--- src/hw/rtl/amdfs_pkg.sv ---
// ----------------------------------------------------------------------------
// amdfs_pkg
// Shared widths, codes and control/status bundles of the adjacency matrix
// depth-first search unit.
// ----------------------------------------------------------------------------
package amdfs_pkg;

    // Node index, node count and visit order widths
    localparam int NODE_W    = 4;
    localparam int MAX_NODES = 16;
    localparam int CNT_W     = 5;
    localparam int ORD_W     = 5;

    // Node count after reset
    localparam logic [CNT_W-1:0] NODE_COUNT_RST = CNT_W'(MAX_NODES);

    // Command codes of an input item
    typedef enum logic [1:0] {
        CMD_CLEAR    = 2'd0,
        CMD_ADD_EDGE = 2'd1,
        CMD_SEARCH   = 2'd2
    } t_cmd;

    // Controller states
    typedef enum logic [2:0] {
        ST_IDLE,
        ST_RESP,
        ST_READ,
        ST_CHECK,
        ST_SCAN,
        ST_EMIT
    } t_state;

    // Commands from controller to datapath
    typedef struct packed {
        logic accept;      // take the input item this cycle
        logic stack_read;  // read the top of the stack
        logic pop;         // take the popped node, count the visit
        logic push;        // push lowest unvisited neighbor
        logic emit_resp;   // load single command result
        logic emit_step;   // load search step result
    } t_ctl;

    // Status from datapath to controller
    typedef struct packed {
        logic req_search;  // pending item is an in-range search
        logic found;       // popped node is the destination
        logic cand_any;    // an unvisited neighbor remains to push
        logic step_last;   // current search step is the final one
        logic out_free;    // output register can take a result
    } t_sts;

endpackage

--- src/hw/rtl/adjacency_matrix_dfs_search_unit.sv ---
// ----------------------------------------------------------------------------
// adjacency_matrix_dfs_search_unit
// Undirected graph in an adjacency bit matrix with depth-first search.
// ----------------------------------------------------------------------------
// Commands: clear (0) zeroes the graph, add edge (1) sets both symmetric
// bits of node_a/node_b, search (2) walks the graph depth first from node_a
// to node_b and returns one item per popped node with its 1-based visit
// order; the final item carries last=1 and found=1 if node_b was reached.
// Out-of-range nodes of add edge or search and command 3 give one item with
// status=1. One command is worked on at a time. For each popped node a
// search goes through a stack read, a pop, a neighbor check that pushes the
// unvisited neighbors through the single stack write port, and an emit.
// Output back-pressure stalls the response and emit steps. The node count
// register is written by i_cfg_we / i_cfg_data and resets to 16; values
// above 16 act as 16.
module adjacency_matrix_dfs_search_unit (
    input  logic                              i_clk,
    input  logic                              i_rst_n,
    input  logic                              i_cfg_we,
    input  logic [amdfs_pkg::CNT_W-1:0]       i_cfg_data,
    input  logic                              i_valid,
    output logic                              o_ready,
    input  logic [1:0]                        i_cmd,
    input  logic [amdfs_pkg::NODE_W-1:0]      i_node_a,
    input  logic [amdfs_pkg::NODE_W-1:0]      i_node_b,
    output logic                              o_valid,
    input  logic                              i_ready,
    output logic                              o_status,
    output logic [amdfs_pkg::NODE_W-1:0]      o_visited_node,
    output logic [amdfs_pkg::ORD_W-1:0]       o_visit_order,
    output logic                              o_found,
    output logic                              o_last
);
    import amdfs_pkg::*;

    t_ctl ctl;
    t_sts sts;

    // Sequencer
    amdfs_ctrl u_ctrl (
        .i_clk   (i_clk),
        .i_rst_n (i_rst_n),
        .i_valid (i_valid),
        .o_ready (o_ready),
        .i_sts   (sts),
        .o_ctl   (ctl)
    );

    // Graph storage and search datapath
    amdfs_dpath u_dpath (
        .i_clk          (i_clk),
        .i_rst_n        (i_rst_n),
        .i_cfg_we       (i_cfg_we),
        .i_cfg_data     (i_cfg_data),
        .i_cmd          (i_cmd),
        .i_node_a       (i_node_a),
        .i_node_b       (i_node_b),
        .i_ctl          (ctl),
        .o_sts          (sts),
        .o_valid        (o_valid),
        .i_ready        (i_ready),
        .o_status       (o_status),
        .o_visited_node (o_visited_node),
        .o_visit_order  (o_visit_order),
        .o_found        (o_found),
        .o_last         (o_last)
    );

endmodule

--- src/hw/rtl/amdfs_ctrl.sv ---
// ----------------------------------------------------------------------------
// amdfs_ctrl
// Sequencer of the search unit: accepts items, walks the search loop
// (read top, pop, push neighbors, emit) and hands out single results.
// ----------------------------------------------------------------------------
module amdfs_ctrl (
    input  logic             i_clk,
    input  logic             i_rst_n,
    input  logic             i_valid,
    output logic             o_ready,
    input  amdfs_pkg::t_sts  i_sts,
    output amdfs_pkg::t_ctl  o_ctl
);
    import amdfs_pkg::*;

    t_state r_state;
    t_state n_state;

    // State register
    always_ff @(posedge i_clk) begin
        if (!i_rst_n) begin
            r_state <= ST_IDLE;
        end else begin
            r_state <= n_state;
        end
    end

    // Next state and commands
    always_comb begin
        n_state = r_state;
        o_ctl   = '0;
        o_ready = 1'b0;
        case (r_state)
            ST_IDLE: begin
                o_ready = 1'b1;
                if (i_valid) begin
                    o_ctl.accept = 1'b1;
                    n_state = i_sts.req_search ? ST_READ : ST_RESP;
                end
            end
            ST_RESP: begin
                if (i_sts.out_free) begin
                    o_ctl.emit_resp = 1'b1;
                    n_state = ST_IDLE;
                end
            end
            ST_READ: begin
                o_ctl.stack_read = 1'b1;
                n_state = ST_CHECK;
            end
            ST_CHECK: begin
                o_ctl.pop = 1'b1;
                n_state = ST_SCAN;
            end
            ST_SCAN: begin
                // push neighbors one per cycle until none remain or dst is found
                if (i_sts.found || !i_sts.cand_any) begin
                    n_state = ST_EMIT;
                end else begin
                    o_ctl.push = 1'b1;
                end
            end
            ST_EMIT: begin
                if (i_sts.out_free) begin
                    o_ctl.emit_step = 1'b1;
                    n_state = i_sts.step_last ? ST_IDLE : ST_READ;
                end
            end
            default: begin
                n_state = ST_IDLE;
            end
        endcase
    end

endmodule

--- src/hw/rtl/amdfs_dpath.sv ---
// ----------------------------------------------------------------------------
// amdfs_dpath
// Datapath of the search unit: adjacency matrix, visited marks, node stack,
// counters, node count register and the output register.
// ----------------------------------------------------------------------------
module amdfs_dpath (
    input  logic                              i_clk,
    input  logic                              i_rst_n,
    input  logic                              i_cfg_we,
    input  logic [amdfs_pkg::CNT_W-1:0]       i_cfg_data,
    input  logic [1:0]                        i_cmd,
    input  logic [amdfs_pkg::NODE_W-1:0]      i_node_a,
    input  logic [amdfs_pkg::NODE_W-1:0]      i_node_b,
    input  amdfs_pkg::t_ctl                   i_ctl,
    output amdfs_pkg::t_sts                   o_sts,
    output logic                              o_valid,
    input  logic                              i_ready,
    output logic                              o_status,
    output logic [amdfs_pkg::NODE_W-1:0]      o_visited_node,
    output logic [amdfs_pkg::ORD_W-1:0]       o_visit_order,
    output logic                              o_found,
    output logic                              o_last
);
    import amdfs_pkg::*;

    // Graph and search state
    logic [MAX_NODES-1:0] r_adj [MAX_NODES];
    logic [MAX_NODES-1:0] r_visited;
    logic [NODE_W-1:0]    r_stack [MAX_NODES];
    logic [NODE_W-1:0]    r_stack_q;
    logic [CNT_W-1:0]     r_depth;
    logic [ORD_W-1:0]     r_count;
    logic [NODE_W-1:0]    r_cur;
    logic [NODE_W-1:0]    r_dst;
    logic                 r_found;
    logic                 r_status;
    logic [CNT_W-1:0]     r_node_count;

    // Output register
    logic                 r_out_valid;
    logic                 r_out_status;
    logic [NODE_W-1:0]    r_out_node;
    logic [ORD_W-1:0]     r_out_order;
    logic                 r_out_found;
    logic                 r_out_last;

    logic [CNT_W-1:0]     n_eff;
    logic [MAX_NODES-1:0] nmask;
    logic                 a_ok;
    logic                 b_ok;
    logic                 is_clear;
    logic                 is_add;
    logic                 is_search;
    logic                 reject;
    logic [MAX_NODES-1:0] cand;
    logic [NODE_W-1:0]    push_idx;
    logic [CNT_W-1:0]     depth_dec;
    logic                 stack_full;
    logic                 step_last;

    // Clamp node count and build the in-range mask
    always_comb begin
        n_eff = (r_node_count > CNT_W'(MAX_NODES)) ? CNT_W'(MAX_NODES) : r_node_count;
        for (int i = 0; i < MAX_NODES; i++) begin
            nmask[i] = CNT_W'(i) < n_eff;
        end
    end

    // Decode the pending item
    assign a_ok      = {1'b0, i_node_a} < n_eff;
    assign b_ok      = {1'b0, i_node_b} < n_eff;
    assign is_clear  = i_cmd == CMD_CLEAR;
    assign is_add    = i_cmd == CMD_ADD_EDGE;
    assign is_search = i_cmd == CMD_SEARCH;
    assign reject    = !is_clear && !((is_add || is_search) && a_ok && b_ok);

    // Unvisited neighbors of the popped node; lowest one goes first
    assign cand       = r_adj[r_cur] & ~r_visited & nmask;
    assign stack_full = r_depth >= CNT_W'(MAX_NODES);
    always_comb begin
        push_idx = '0;
        for (int i = MAX_NODES - 1; i >= 0; i--) begin
            if (cand[i]) begin
                push_idx = NODE_W'(i);
            end
        end
    end

    assign depth_dec = r_depth - 1'b1;
    assign step_last = r_found || (r_depth == '0);

    // Status bundle
    assign o_sts.req_search = is_search && a_ok && b_ok;
    assign o_sts.found      = r_found;
    assign o_sts.cand_any   = (|cand) && !stack_full;
    assign o_sts.step_last  = step_last;
    assign o_sts.out_free   = !r_out_valid || i_ready;

    // Node count register
    always_ff @(posedge i_clk) begin
        if (!i_rst_n) begin
            r_node_count <= NODE_COUNT_RST;
        end else if (i_cfg_we) begin
            r_node_count <= i_cfg_data;
        end
    end

    // Adjacency matrix: clear or set both symmetric bits
    always_ff @(posedge i_clk) begin
        if (!i_rst_n) begin
            for (int i = 0; i < MAX_NODES; i++) begin
                r_adj[i] <= '0;
            end
        end else if (i_ctl.accept && is_clear) begin
            for (int i = 0; i < MAX_NODES; i++) begin
                r_adj[i] <= '0;
            end
        end else if (i_ctl.accept && is_add && a_ok && b_ok) begin
            r_adj[i_node_a][i_node_b] <= 1'b1;
            r_adj[i_node_b][i_node_a] <= 1'b1;
        end
    end

    // Search control state: visited marks, depth, visit counter
    always_ff @(posedge i_clk) begin
        if (!i_rst_n) begin
            r_visited <= '0;
            r_depth   <= '0;
            r_count   <= '0;
        end else if (i_ctl.accept && is_clear) begin
            r_visited <= '0;
            r_depth   <= '0;
            r_count   <= '0;
        end else if (i_ctl.accept && o_sts.req_search) begin
            r_visited <= MAX_NODES'(1) << i_node_a;
            r_depth   <= CNT_W'(1);
            r_count   <= '0;
        end else if (i_ctl.pop) begin
            r_depth <= depth_dec;
            r_count <= r_count + 1'b1;
        end else if (i_ctl.push) begin
            r_visited[push_idx] <= 1'b1;
            r_depth             <= r_depth + 1'b1;
        end
    end

    // Node stack memory: one write port, registered read
    always_ff @(posedge i_clk) begin
        if (i_ctl.accept && o_sts.req_search) begin
            r_stack[0] <= i_node_a;
        end else if (i_ctl.push) begin
            r_stack[r_depth[NODE_W-1:0]] <= push_idx;
        end
        if (i_ctl.stack_read) begin
            r_stack_q <= r_stack[depth_dec[NODE_W-1:0]];
        end
    end

    // Item payload: destination, status, popped node
    always_ff @(posedge i_clk) begin
        if (i_ctl.accept) begin
            r_dst    <= i_node_b;
            r_status <= reject;
        end
        if (i_ctl.pop) begin
            r_cur   <= r_stack_q;
            r_found <= r_stack_q == r_dst;
        end
    end

    // Output register: load a result, drop it when taken
    always_ff @(posedge i_clk) begin
        if (!i_rst_n) begin
            r_out_valid <= 1'b0;
        end else if (i_ctl.emit_resp || i_ctl.emit_step) begin
            r_out_valid <= 1'b1;
        end else if (i_ready) begin
            r_out_valid <= 1'b0;
        end
    end

    always_ff @(posedge i_clk) begin
        if (i_ctl.emit_resp) begin
            r_out_status <= r_status;
            r_out_node   <= '0;
            r_out_order  <= '0;
            r_out_found  <= 1'b0;
            r_out_last   <= 1'b1;
        end else if (i_ctl.emit_step) begin
            r_out_status <= 1'b0;
            r_out_node   <= r_cur;
            r_out_order  <= r_count;
            r_out_found  <= r_found;
            r_out_last   <= step_last;
        end
    end

    assign o_valid        = r_out_valid;
    assign o_status       = r_out_status;
    assign o_visited_node = r_out_node;
    assign o_visit_order  = r_out_order;
    assign o_found        = r_out_found;
    assign o_last         = r_out_last;

endmodule
--- config.mk ---
export PLATFORM = sky130hd
export DESIGN_NAME = adjacency_matrix_dfs_search_unit
export DESIGN_NICKNAME = d
export VERILOG_FILES = /design/src/hw/rtl/amdfs_pkg.sv /design/src/hw/rtl/adjacency_matrix_dfs_search_unit.sv /design/src/hw/rtl/amdfs_ctrl.sv /design/src/hw/rtl/amdfs_dpath.sv
export SDC_FILE = /design/constraint.sdc
export NUM_CORES = 1
export LEC_CHECK = 0
export ABC_CLOCK_PERIOD_IN_PS = 4400
export BUFFER_PORTS_ARGS = -buffer_cell sky130_fd_sc_hd__buf_4
export CORE_ASPECT_RATIO = 1.25
export CORE_MARGIN = 3
export CORE_UTILIZATION = 36
export CTS_BUF_LIST = sky130_fd_sc_hd__clkbuf_4 sky130_fd_sc_hd__clkbuf_8 sky130_fd_sc_hd__clkbuf_16
export DETAILED_ROUTE_END_ITERATION = 8
export PLACE_DENSITY = 0.48
export SLEW_MARGIN = 20
export SYNTH_ARGS = -nofsm -noshare
export SYNTH_HDL_FRONTEND = slang
export SYNTH_SLANG_ARGS = --single-unit
--- constraint.sdc ---
create_clock -name i_clk -period 4.4 [get_ports i_clk]
set_input_delay 0 -clock i_clk [delete_from_list [all_inputs] [get_ports i_clk]]
set_output_delay 0 -clock i_clk [all_outputs]
set_load 0.05 [all_outputs]
# == Word-level counts from Yosys, hierarchy flattened ==
# Memory sizes are Yosys's and may differ from the RTL's. A register that Yosys moved wholly into a read port is not among the register bits.
# Index checks and enable logic that the tools add are counted.
# totals
latch_bits,0
output_inout_bits,14
rom_bits,0
register_bits,57
input_bits,20
mem_count,2
mem_bits_rw,320
# memory_table
memory,depth,width,read_ports,rd_clocked_by_memory_dff,write_ports,line,source
u_dpath.r_adj,16,16,1,1,16,amdfs_dpath.sv:27,logic [MAX_NODES-1:0] r_adj [MAX_NODES];
u_dpath.r_stack,16,4,1,1,1,amdfs_dpath.sv:29,logic [NODE_W-1:0] r_stack [MAX_NODES];
# classes
mux,90
addsub,3
n_shift,1
mul,0
reduce_logical,40
order_cmp,26
n_bitwise,21
n_div,0
eq_ne,13
# ops
cell,n
16-bit two-way mux,25
4-bit two-way mux,21
16-bit OR reduction,3
4-bit by 5-bit less-than comparator with 1-bit output (first input constant),8
16-bit bitwise AND,2
1-bit two-way mux,31
3-bit by 5-bit less-than comparator with 1-bit output (first input constant),4
3-bit case mux with 6 select lines,1
16-bit inverter,1
1-bit bitwise OR,16
16-bit bitwise OR,1
1-bit by 4-bit left shift with 16-bit output (first input constant),1
4-bit by 5-bit less-than comparator with 1-bit output (second input constant),3
5-bit two-way mux,3
1-bit logical AND,14
1-bit demux with 4-bit select,3
4-bit by 1-bit greater-or-equal comparator with 1-bit output (second input constant),3
3-bit two-way mux,4
5-bit by 1-bit adder with 5-bit output (second input constant),2
1-bit by 5-bit less-than comparator with 1-bit output (first input constant),2
2-bit by 5-bit less-than comparator with 1-bit output (first input constant),2
4-bit by 5-bit less-than comparator with 1-bit output,2
2-bit nonzero test,4
3-bit by 2-bit == test with 1-bit output (second input constant),2
23 further kinds,36

# == Depth between registers and ports, before layout ==
# depth
depth_word,28
ltp_mapped,14

# == Hierarchy ==
# Synthesis repeated with hierarchy kept, for this count alone.
# unflattened
cells_unflattened,1689
hier_area_um2,17474.3
# modules_own_cells
mod,instances,cells_each,area_each_um2,seq_area_each_um2
amdfs_dpath,1,1665,17267.8,8438.1
amdfs_ctrl,1,24,206.4,60.1

# == Worst setup path after synthesis ==
# No wires, ideal clock.
# synth_timing
path_kind,register to register
startpoint,register u_ctrl.r_state[0]
endpoint,memory u_dpath.r_adj[1][8]
path_stages_with_launch,13
setup_slack_ns,0.827
path_buffers,4
synth_period_minus_slack_ns,3.573
arrival_ns,3.459
path_cell_list,dfxtp_1 > clkbuf_1 > nor3_1 > and2_1 > clkbuf_1 > nand2_1 > and2_1 > nand3_1 > or4_1 > clkbuf_1 > clkbuf_1 > o22ai_1 > a21o_1
# synth_lines
element,line,source
start: declaration,amdfs_ctrl.sv:16,t_state r_state;
start signal: assignment,amdfs_ctrl.sv:24,r_state <= n_state;
end: declaration,amdfs_dpath.sv:27,

==> summary.txt <==
STA
  • FMAX: 0.238 GHz
  • Slew HR: 26.8%
  • Slew Limit Fails: 0
  • Tcrit/Tclk final: 95.4%
  • Layout Skew: 0.0307 ns
  • Final hold viol count: 0
  • RSZ-0062 raised after global routing: false
  • # setup viols final: 0
  • TNS Setup: 0 ns
  • Min Tclk post-route: 4.20 ns
  • Measured slew at the worst slew-check pin: 1.10 ns

Critical path
  • Slowest-stage cell, CP: mux4_2
  • Arr. time, crit path: 4.72 ns
  • Worst setup EP type: flop
  • Worst path required time: 4.92 ns
  • Worst-path cell chain: buf_12, mux4_1, mux4_2, nand2_2, nand3_4, nor3_4, a41oi_2, buf_4, a221oi_1, a31oi_1, dlygate4sd3_1, nor2b_1
  • Crit Path Max Fanout: 18
  • Startpoint Class: flop
  • Critical path class: flop to flop
  • Top Family by Delay on Critical Path: multiplexers
  • Largest stage delay, worst path: 0.58 ns
  • CP bufs+invs: 3

Yosys
  • Synth warnings: 0
  • Ys flop type: dfxtp_1
  • Main combinational cell family by area after synthesis: compound AO/OA/AOI/OAI gates
  • EDFF count, synth: 79
  • Post-synthesis adder-cell area fraction: 0.894%
  • Sequential area share after synthesis: 50.6%
  • Ys async rst share: 0%
  • Post-Syn Instances: 1534
  • Share of the synthesized area in the top cell type: 36.5%
  • Syn_nets: 1566
  • Synth area leader: dfxtp_1
  • Most frequent cell after synthesis: dfxtp_1
  • Cell Area, Synth: 0.0168 mm²
  • Synth Register Bits: 385
  • Avg Inst Size Synth: 10.9 µm²
  • Simple-Gate Fraction of Synth Area: 9.57%
  • Largest cells by area after synthesis: dfxtp_1, edfxtp_1, a21o_1
  • Post-synth top cells: dfxtp_1, a21o_1, nand2_1
  • Yosys cell types: 79
  • Post-synthesis xor/xnor area fraction: 0.678%
  • Post-synthesis compound-gate area fraction: 22.3%
  • Mux cell area share after synthesis: 12.5%

Pwr
  • Pwr dens: 402 mW/mm²
  • P_leak: 0.00904 µW
  • VDD IR max: 0.276 mV

Routing
  • Initial DRC Count: 929
  • Vias per inst: 5.82
  • Drt wl/cell: 25.8 µm
  • Antenna-violating nets left: 0
  • Routed WL: 56500 µm
  • Vias: 12700
  • DRC Markers: 0
  • DR pass1 iterations: 5

Hold path
  • Hold Crit Class: primary input to flop

Clocking
  • Num CTS Buffers: 43
  • Worst-Skew Late Latency: 0.58 ns
  • TritonCTS Sinks: 385
  • Clock Tree Root: clkbuf_16
  • CTS tree: yes
  • Clk slew on worst S/H paths: 0.06 ns
  • H-Tree Depth: 2
  • Clock buffer depth: 3

Global routing
  • Met1 usage in global routing: 30.3%
  • GRT Overall Usage: 22.7%
  • Initial antenna violation count: 2
  • Total congestion overflow: 0
  • Met2 global-route usage: 38.0%
  • Met3 usage: 2.97%
  • Largest net degree at the start of global routing: 104
  • Most Crowded Layer GR: met2
  • First-pass GRT wire length: 82500 µm
  • Vias in the first global route: 12400

Run status
  • Status: finished, final reports clean

Die
  • Die width: 199 µm
  • Core Footprint: 0.0456 mm²
  • Starting density of the core: 36.8%
  • FP Rows: 87
  • Die Area: 0.0493 mm²
  • Ports: 34
  • Die H: 247 µm

Layout
  • Register Area: 0.00851 mm²
  • Layout Nets: 1607
  • Area occupied by multi-input gates: 0.00779 mm²
  • Final std cells w/o fill: 2188
  • Layout filler cell count: 4346
  • Fraction of layout cells with a size suffix above 1: 16.0%
  • Layout Area Growth over Synthesis: 16.5%

Placement
  • Dpl cells: 2078
  • GPL Wtd Cong: 0.889
  • Final HPWL DP: 40100 µm
  • Port bufs: 33

Job
  • Maxcap violations: 0
[cells by family after synthesis]
kind of cell | after synthesis
muxes | 131
AOI/OAI and AO/OA | 529
buffers and inverters | 132
DFF | 385
adders and majority gates | 12
xor gates and xnor gates | 13
and+or+nand+nor | 332
[final timing paths]
check,start,slack (ns),cells past startpoint,endpoint
worst max-delay path,flop,0.20,12,u_ctrl.r_state[0]
worst min-delay path,i_cfg_we,0.26,3,u_dpath.r_node_count[4]
worst max register to register,flop,0.20,12,u_ctrl.r_state[0]
worst min register to register,u_dpath.r_adj[13][0],0.45,1,u_dpath.r_adj[13][0]
[worst register-to-register path, cell delays in order, from the launching register on]
cell,delay [ns]
dfxtp_2,0.53
buf_12,0.23
mux4_1,0.58
mux4_2,0.58
nand2_2,0.14
nand3_4,0.11
nor3_4,0.27
a41oi_2,0.36
buf_4,0.30
a221oi_1,0.26
a31oi_1,0.12
dlygate4sd3_1,0.58
nor2b_1,0.10
[registers in the layout (all words and copies together), names as in the netlist, named ones only]
signal and cells:
u_ctrl.r_state 3, u_dpath.o_found 1, u_dpath.r_cur 4, u_dpath.r_status 1
u_dpath.r_depth 5, u_dpath.r_adj 256, u_dpath.o_status 1, u_dpath.o_last 1
u_dpath.r_visited 16, u_dpath.r_stack 64, u_dpath.o_visited_node 4, u_dpath.o_visit_order 5
u_dpath.r_found 1, u_dpath.r_stack_q 4, u_dpath.r_count 5, u_dpath.r_dst 4
u_dpath.r_node_count 5, u_dpath.o_valid 1
[cells in the final DEF (no fill, tap or decap), types with 6 or more instances in the layout]
cell type	instances
dfxtp_1	302
a21o_1	245
nand2_1	126
nor2_1	85
edfxtp_1	79
buf_4	76
o22ai_1	75
a21oi_1	68
mux2i_1	62
mux4_2	56
clkbuf_16	45
a22oi_1	38
dlygate4sd3_1	29
o21ai_0	27
nand3_1	18
a32o_1	17
nand2b_1	15
nor2b_1	15
inv_1	13
ha_1	12
nor3_1	11
xor2_1	9
clkbuf_4	9
a31oi_1	8
nand3b_1	8
o211ai_1	7
mux2_2	7
nand4_1	6
clkinv_2	6
buf_12	6
[layout make-up]
type / instances / area share [%]
Timing Repair Buffer: 112 / 5.07
Tap cell: 578 / 3.69
Sequential cell: 385 / 43.5
Clock inverter: 20 / 1.21
Inverter: 16 / 0.307
Antenna cell: 1 / 0.0128
Clock buffer: 59 / 6.45
Multi-Input combinational cell: 1017 / 39.8
[report_power, final]
part,switching (µW),internal [µW]
registers,27.8,3620
logic,290,146
clock network,1520,2260
total,1840,6030
[stage by stage]
step	util [%]	cell area [µm²]	setup WS, ns	total power [µW]	hold slack (ns)
3_3_place_gp	38.9	17800	0.590	4140	0.243
2_1_floorplan	-	16800	0.827	3980	0.0989
4_1_cts	42.9	19500	0.179	7950	0.246
5_1_grt	42.9	19600	0.0404	8120	0.278
6_report	42.9	19600	0.200	7870	0.263
3_5_place_dp	38.9	17800	0.455	4140	0.242
[layer usage]
layer,vias up,share of wire [%]
met5,-,0.034
met4,2,3.1
met3,96,5.9
met2,423,48
met1,6342,43
li1,5861,-
[what timing repair did]
item / 4_1_cts / 5_1_grt
gates resized for setup: 0 / 2
endpoints found under the setup margin: 0 / 1
setup buffers: 0 / 1
hold buffers: 29 / 0
hold endpoints to repair: 25 / 0
(Power assumes the default switching activity.)
